<file path="src/sv/rational_arith_unit_macros.svh">
// ----------------------------------------------------------------------------
// rational_arith_unit_macros
// Concurrent assertion macros used by the rational arithmetic unit.
// ----------------------------------------------------------------------------
`ifndef RATIONAL_ARITH_UNIT_MACROS_SVH
`define RATIONAL_ARITH_UNIT_MACROS_SVH
`ifndef SYNTHESIS
`define RAU_ASSERT(label, clk, rst_n, prop) \
  label: assert property (@(posedge clk) disable iff (!rst_n) (prop)) \
    else $error("assertion failed");
`define RAU_ASSERT_RST(label, clk, prop) \
  label: assert property (@(posedge clk) (prop)) else $error("assertion failed");
`else
`define RAU_ASSERT(label, clk, rst_n, prop)
`define RAU_ASSERT_RST(label, clk, prop)
`endif
`endif

</file>
<file path="src/sv/rau_pkg.sv">
// ----------------------------------------------------------------------------
// rau_pkg
// Shared constants and types of the rational arithmetic unit.
// ----------------------------------------------------------------------------
`default_nettype none
package rau_pkg;
  localparam int WIDTH = 32;
  localparam int DW    = 2 * WIDTH;

  typedef enum logic [1:0] {
    CMD_ADD = 2'd0,
    CMD_SUB = 2'd1,
    CMD_MUL = 2'd2,
    CMD_DIV = 2'd3
  } cmd_t;

  typedef enum logic [3:0] {
    ST_IDLE,
    ST_MUL1,
    ST_MUL2,
    ST_SUM,
    ST_CHECK,
    ST_MOD,
    ST_MODSTEP,
    ST_DIVN,
    ST_DIVD,
    ST_QSTEP,
    ST_LIMIT,
    ST_OUT
  } state_t;

  // what the shared divider is computing
  typedef enum logic [1:0] {
    PH_MOD,
    PH_NUM,
    PH_DEN
  } phase_t;
endpackage
`default_nettype wire

</file>
<file path="src/sv/rational_arith_unit.sv">
// ----------------------------------------------------------------------------
// rational_arith_unit
// Exact add, subtract, multiply and divide of two fractions, reduced by GCD.
// ----------------------------------------------------------------------------
// Usage: present the command and the two fractions on in_* with in_valid;
// the beat is taken at an edge where in_valid and in_ready are high. The
// unit then works alone: one shared 32x32 multiplier forms the cross
// products and the raw denominator (one product per cycle), and one shared
// restoring divider, one quotient bit per cycle, runs Euclid and then the
// two reducing divisions.
// When the raw numerator or denominator is zero, the unit skips the divider
// and goes straight to the result. Otherwise each Euclid remainder takes a
// setup state (MOD), a full division (MODSTEP) and a swap state (QSTEP);
// then the two reducing divisions (DIVN, DIVD) and the range check (LIMIT)
// follow.
// in_ready is low from acceptance until the result beat leaves; the next
// beat can be taken from the cycle after that, so one item runs at a time.
// The result is held on out_* with out_valid until out_ready; a stalled
// receiver holds the unit. Reset (rst_n low, synchronous) empties it:
// in_ready high, out_valid low. Divide by zero and overflow give 0/1.
// ----------------------------------------------------------------------------
`default_nettype none
`include "rational_arith_unit_macros.svh"
module rational_arith_unit (
  input  wire logic                clk,
  input  wire logic                rst_n,
  input  wire logic                in_valid,
  output logic                     in_ready,
  input  wire logic [1:0]          in_command,
  input  wire logic signed [31:0]  in_a_num,
  input  wire logic [30:0]         in_a_den,
  input  wire logic signed [31:0]  in_b_num,
  input  wire logic [30:0]         in_b_den,
  output logic                     out_valid,
  input  wire logic                out_ready,
  output logic signed [31:0]       out_res_num,
  output logic [30:0]              out_res_den,
  output logic                     out_div_by_zero,
  output logic                     out_overflow
);
  localparam int W  = rau_pkg::WIDTH;
  localparam int DW = rau_pkg::DW;
  localparam int CW = $clog2(DW);
  localparam logic [DW-1:0] LIM_POS = DW'((64'd1 << (W - 1)) - 64'd1);
  localparam logic [DW-1:0] LIM_NEG = DW'(64'd1 << (W - 1));

  rau_pkg::state_t state_r, state_nxt;

  // operands: numerators taken to WIDTH bits, denominators to WIDTH-1 bits
  logic signed [W-1:0] an_r, bn_r;
  logic [W-2:0]        ad_r, bd_r;
  rau_pkg::cmd_t       cmd_r;

  // shared multiplier operands and registered product
  logic signed [W-1:0]    ma, mb;
  logic signed [2*W-1:0]  prod_r;
  logic signed [DW-1:0]   p1_r, rn_r;

  // Euclid / divider registers
  logic [DW-1:0] nm_r, dm_r;          // magnitudes
  logic [DW-1:0] x_r, y_r;            // Euclid pair
  logic [DW-1:0] dvd_r, dvs_r, rem_r, quo_r;
  logic [CW-1:0] cnt_r;
  logic          neg_r;
  rau_pkg::phase_t phase_r;
  logic signed [31:0] res_num_r;
  logic [30:0]  res_den_r;
  logic         dz_r, ov_r;

  logic [DW:0]  rem_sh;
  logic         fits;

  assign in_ready  = (state_r == rau_pkg::ST_IDLE);
  assign out_valid = (state_r == rau_pkg::ST_OUT);
  assign out_res_num = res_num_r;
  assign out_res_den = res_den_r;
  assign out_div_by_zero = dz_r;
  assign out_overflow = ov_r;

  // multiplier operand selection: one product per cycle
  always_comb begin
    ma = an_r;
    mb = $signed({1'b0, bd_r});
    case (state_r)
      rau_pkg::ST_MUL1: begin
        ma = an_r;
        mb = (cmd_r == rau_pkg::CMD_MUL) ? bn_r : $signed({1'b0, bd_r});
      end
      rau_pkg::ST_MUL2: begin
        ma = bn_r;
        mb = $signed({1'b0, ad_r});
      end
      rau_pkg::ST_SUM: begin
        ma = $signed({1'b0, ad_r});
        mb = (cmd_r == rau_pkg::CMD_DIV) ? bn_r : $signed({1'b0, bd_r});
      end
      default: begin
        ma = an_r;
        mb = bn_r;
      end
    endcase
  end

  // one restoring divide step
  assign rem_sh = {rem_r, dvd_r[DW-1]};

  always_comb begin
    state_nxt = state_r;
    case (state_r)
      rau_pkg::ST_IDLE:    if (in_valid) state_nxt = rau_pkg::ST_MUL1;
      rau_pkg::ST_MUL1:    state_nxt = rau_pkg::ST_MUL2;
      rau_pkg::ST_MUL2:    state_nxt = rau_pkg::ST_SUM;
      rau_pkg::ST_SUM:     state_nxt = rau_pkg::ST_CHECK;
      rau_pkg::ST_CHECK: begin
        // prod_r holds the raw denominator here
        if (prod_r == '0 || rn_r == '0) state_nxt = rau_pkg::ST_OUT;
        else state_nxt = rau_pkg::ST_MOD;
      end
      rau_pkg::ST_MOD:     state_nxt = rau_pkg::ST_MODSTEP;
      rau_pkg::ST_MODSTEP: begin
        if (cnt_r == CW'(DW - 1)) begin
          case (phase_r)
            rau_pkg::PH_MOD: state_nxt = rau_pkg::ST_QSTEP;
            rau_pkg::PH_NUM: state_nxt = rau_pkg::ST_DIVD;
            default:         state_nxt = rau_pkg::ST_LIMIT;
          endcase
        end
      end
      rau_pkg::ST_QSTEP: begin
        if (rem_r == '0) state_nxt = rau_pkg::ST_DIVN;
        else state_nxt = rau_pkg::ST_MOD;
      end
      rau_pkg::ST_DIVN:    state_nxt = rau_pkg::ST_MODSTEP;
      rau_pkg::ST_DIVD:    state_nxt = rau_pkg::ST_MODSTEP;
      rau_pkg::ST_LIMIT:   state_nxt = rau_pkg::ST_OUT;
      rau_pkg::ST_OUT:     if (out_ready) state_nxt = rau_pkg::ST_IDLE;
      default:             state_nxt = rau_pkg::ST_IDLE;
    endcase
  end

  // reduced result fits in range: quo_r is the reduced denominator and
  // nm_r the reduced numerator magnitude while in LIMIT
  always_comb begin
    fits = (quo_r <= LIM_POS) &&
           (neg_r ? (nm_r <= LIM_NEG) : (nm_r <= LIM_POS));
  end

  always_ff @(posedge clk) begin
    if (!rst_n) state_r <= rau_pkg::ST_IDLE;
    else        state_r <= state_nxt;
  end

  always_ff @(posedge clk) begin
    prod_r <= ma * mb;
    case (state_r)
      rau_pkg::ST_IDLE: begin
        if (in_valid) begin
          cmd_r <= rau_pkg::cmd_t'(in_command);
          an_r  <= in_a_num[W-1:0];
          bn_r  <= in_b_num[W-1:0];
          ad_r  <= in_a_den[W-2:0];
          bd_r  <= in_b_den[W-2:0];
        end
      end
      rau_pkg::ST_MUL2:  p1_r <= DW'(prod_r);
      rau_pkg::ST_SUM: begin
        // prod_r holds the second cross product here
        case (cmd_r)
          rau_pkg::CMD_ADD: rn_r <= p1_r + DW'(prod_r);
          rau_pkg::CMD_SUB: rn_r <= p1_r - DW'(prod_r);
          default:          rn_r <= p1_r;
        endcase
      end
      default: ;
    endcase

    case (state_r)
      rau_pkg::ST_CHECK: begin
        dz_r <= (prod_r == '0);
        ov_r <= 1'b0;
        res_num_r <= '0;
        res_den_r <= 31'd1;
        neg_r <= rn_r[DW-1] ^ prod_r[2*W-1];
        nm_r  <= rn_r[DW-1] ? (DW'(0) - rn_r) : rn_r;
        dm_r  <= prod_r[2*W-1] ? (DW'(0) - DW'(prod_r)) : DW'(prod_r);
        x_r   <= rn_r[DW-1] ? (DW'(0) - rn_r) : rn_r;
        y_r   <= prod_r[2*W-1] ? (DW'(0) - DW'(prod_r)) : DW'(prod_r);
        phase_r <= rau_pkg::PH_MOD;
      end
      rau_pkg::ST_MOD: begin
        dvd_r <= x_r;
        dvs_r <= y_r;
        rem_r <= '0;
        quo_r <= '0;
        cnt_r <= '0;
      end
      rau_pkg::ST_MODSTEP: begin
        dvd_r <= dvd_r << 1;
        cnt_r <= cnt_r + CW'(1);
        if (rem_sh >= {1'b0, dvs_r}) begin
          rem_r <= DW'(rem_sh - {1'b0, dvs_r});
          quo_r <= {quo_r[DW-2:0], 1'b1};
        end else begin
          rem_r <= rem_sh[DW-1:0];
          quo_r <= {quo_r[DW-2:0], 1'b0};
        end
      end
      rau_pkg::ST_QSTEP: begin
        x_r <= y_r;
        y_r <= rem_r;
      end
      rau_pkg::ST_DIVN: begin
        // x_r holds the gcd once the remainder hit zero
        phase_r <= rau_pkg::PH_NUM;
        dvd_r <= nm_r;
        dvs_r <= x_r;
        rem_r <= '0;
        quo_r <= '0;
        cnt_r <= '0;
      end
      rau_pkg::ST_DIVD: begin
        phase_r <= rau_pkg::PH_DEN;
        nm_r  <= quo_r;
        dvd_r <= dm_r;
        rem_r <= '0;
        quo_r <= '0;
        cnt_r <= '0;
      end
      rau_pkg::ST_LIMIT: begin
        if (!fits) begin
          ov_r <= 1'b1;
        end else begin
          res_num_r <= 32'(neg_r ? (DW'(0) - nm_r) : nm_r);
          res_den_r <= 31'(quo_r);
        end
      end
      default: ;
    endcase
  end

  `RAU_ASSERT(a_ready_out_excl, clk, rst_n, !(in_ready && out_valid))
  `RAU_ASSERT(a_out_flags, clk, rst_n, out_valid |-> !(out_div_by_zero && out_overflow))
  `RAU_ASSERT(a_err_zero, clk, rst_n,
    (out_valid && (out_div_by_zero || out_overflow)) |-> (out_res_num == 0 && out_res_den == 1))
  `RAU_ASSERT(a_den_pos, clk, rst_n, out_valid |-> (out_res_den != 0))
  `RAU_ASSERT(a_out_hold, clk, rst_n,
    (out_valid && !out_ready) |=> (out_valid && $stable(out_res_num) && $stable(out_res_den)))
endmodule
`default_nettype wire

</file>
<file path="config.mk">
export PLATFORM = sky130hd
export DESIGN_NAME = rational_arith_unit
export DESIGN_NICKNAME = d
export VERILOG_FILES = /design/src/sv/rau_pkg.sv /design/src/sv/rational_arith_unit.sv
export VERILOG_INCLUDE_DIRS = /design/src /design/src/sv
export SDC_FILE = /design/constraint.sdc
export NUM_CORES = 2
export LEC_CHECK = 0
export CORE_MARGIN = 2
export CORE_UTILIZATION = 30
export CTS_CLUSTER_DIAMETER = 50
export DETAILED_ROUTE_END_ITERATION = 16
export DONT_BUFFER_PORTS = 1
export SLEW_MARGIN = 30
export SYNTH_ARGS = -nofsm -noshare
export SYNTH_HDL_FRONTEND = slang
export SYNTH_SLANG_ARGS = --single-unit
</file>
<file path="constraint.sdc">
create_clock -name clk -period 12.35 [get_ports clk]
set_input_delay 2.47 -clock clk [delete_from_list [all_inputs] [get_ports clk]]
set_output_delay 2.47 -clock clk [all_outputs]
set_load 0.1 [all_outputs]
</file>
==> impl_metrics.env <==
export IMPL_status="completed"
export IMPL_synth_area_top_cells="edfxtp_1, fa_1, inv_1"
export IMPL_gr_usage_all_layers_pct=19.7
export IMPL_io_pins=199
export IMPL_fin_crit_ps=11020
export IMPL_critPathKind="reg2reg"
export IMPL_die_x_um=528
export IMPL_cts_tree="done"
export IMPL_start_kind="register"
export IMPL_dp_cells=11660
export IMPL_fmax_mhz=90.7
export IMPL_report_final_slew_viol_count=0
export IMPL_fillers=27804
export IMPL_relSlewSlack_pct=23.5
export IMPL_tns_ps=0
export IMPL_cts_root_buf="clkbuf_16"
export IMPL_worstSkewPairLatency_ps=760
export IMPL_clk_pin_slew_ps=60
export IMPL_drv_cap=0
export IMPL_cp_max_fo=15
export IMPL_avgViaCountPerCell=5.18
export IMPL_die_y_um=528
export IMPL_stdcell_count=11867
export IMPL_cpMostUsedCell="fa_1"
export IMPL_synth_seq_cells=910
export IMPL_fin_crit_sh_pct=89.2
export IMPL_synth_common_cells="inv_1, nand2_1, fa_1"
export IMPL_dp_hpwl_um=217000
export IMPL_grt_max_degree=91
export IMPL_syn_area_per_cell_um2=9.83
export IMPL_fin_skew_ps=83.3
export IMPL_grt_pass1_vias=62873
export IMPL_dieArea_um2=279000
export IMPL_arrival_ps=11700
export IMPL_post_cts_buffers=0
export IMPL_slowest_delay_ps=800
export IMPL_syn_inst=8384
export IMPL_antenna_found_initial=8
export IMPL_portBuffers=0
export IMPL_core_area_um2=273000
export IMPL_ys_flop_type="edfxtp_1"
export IMPL_drt_first_iter_violations=6390
export IMPL_cts_buffers_inserted=106
export IMPL_synth_most_common_cell="inv_1"
export IMPL_initial_core_util_pct=30.2
export IMPL_fin_util_pct=33.1
export IMPL_critPathRequiredTime_ps=13030
export IMPL_setup_violations_final=0
export IMPL_postRouteAntennaNets=0
export IMPL_synth_cell_type_count=87
export IMPL_fin_nets=9713
export IMPL_hold_path_class="reg2reg"
export IMPL_hold_viol_final=0
export IMPL_rows=192
export IMPL_yosysWarnings=0
export IMPL_async_flop_share_pct=0
export IMPL_h_tree_depth=3
export IMPL_area_growth_pct=9.75
export IMPL_drive_gt1_share_pct=6.02
export IMPL_cts_buffer_depth=3
export IMPL_tightest_slew_ps=1140
export IMPL_overflow=0
export IMPL_cts_resized=0
export IMPL_rsz0062_at_grt="false"
export IMPL_synth_area_um2=82400
export IMPL_firstDrtPassIters=6
export IMPL_synth_top_area_cell="edfxtp_1"
export IMPL_cts_sinks=910
export IMPL_synth_top_area_share_pct=30.7
export IMPL_grt_pass1_wl_um=412000
export IMPL_ctsHoldBuffers=0
export IMPL_drcViolationCount=0
export IMPL_hold_slack_ps=489
export IMPL_synth_edf_count=842
export IMPL_num_vias=61472
export IMPL_drt_total_wl_um=278000
export IMPL_syn_nets=9916
export IMPL_slowest_stage="or3_1"
export IMPL_wl_per_cell_um=23.4
export IMPL_ys_seq_area_share_pct=32.3
export IMPL_end_kind="register"
export IMPL_place_congestion=0.972
-- layout make-up --
cell class,count,area (um2),area share [%]
inverter,1189,4470,4.94
multi-input combinational,5824,50000,55.2
clock inverter,78,917,1.01
tap,3589,4490,4.96
sequential,910,26600,29.5
antenna,11,27.5,0.0304
clock buffer,116,2710,3.00
timing repair buffer,150,1250,1.38
-- cell families after synthesis --
group / Yosys count / synth area share (%)
xor gates and xnor gates: 397 / 4.22
AOI/OAI and AO/OA: 1207 / 9.34
and+or+nand+nor: 2742 / 14.4
muxes: 78 / 1.05
buffers and inverters: 1650 / 7.56
adders and majority gates: 1400 / 31.1
DFF: 910 / 32.3
-- worst paths after layout --
check	from	end	slack (ps)	cells past startpoint
max	state_r[0]	prod_r[62]	1330	32
min	prod_r[10]	p1_r[10]	490	0
max reg2reg	state_r[0]	prod_r[62]	1330	32
min reg2reg	prod_r[10]	p1_r[10]	490	0
-- stage by stage --
step / area (um2) / worst slack (ps)
floorplan: 82400 / 1420
global placement: 86600 / 1670
detailed placement: 86700 / 1530
CTS: 90300 / 1500
global route: 90500 / 830
finish: 90500 / 1330
-- worst max-delay path, delay by kind of cell, from the launching register on --
| family | cells | cell delay, ps |
|---|---|---|
| AOI/OAI and AO/OA | 8 | 2470 |
| xor gates and xnor gates | 1 | 150 |
| adders and majority gates | 9 | 4600 |
| buffers and inverters | 8 | 930 |
| DFF | 1 | 710 |
| and+or+nand+nor | 6 | 2000 |
-- routing by layer --
layer	global-route usage, %	up-vias	wire, um
met5	0	-	68
met4	6.85	4	10700
met3	4.65	486	28700
met2	29.4	3040	118000
met1	27.6	30910	120000
li1	-	27032	-
-- placed cells by master, fill, tap and decap left out, types with 137 or more instances in the layout --
master and n:
nor2_1 956, ha_1 316, a21oi_1 427, nand2_1 1147, xnor2_1 202, o21ai_0 237, fa_1 1083, xor2_1 194
inv_1 1182, edfxtp_1 842, buf_4 137
-- flip-flops by register name (all words and copies together) (netlist names), 4 cells and up --
name	count
dm_r	64
dvd_r	64
dvs_r	64
nm_r	64
p1_r	64
prod_r	64
quo_r	64
rem_r	64
rn_r	64
x_r	64
y_r	64
an_r	32
bn_r	32
out_res_num	32
ad_r	31
bd_r	31
out_res_den	31
cnt_r	6
state_r	4
Power is not shown: default switching activity piles up to over one toggle a cycle in this logic, so the estimate is an artifact.
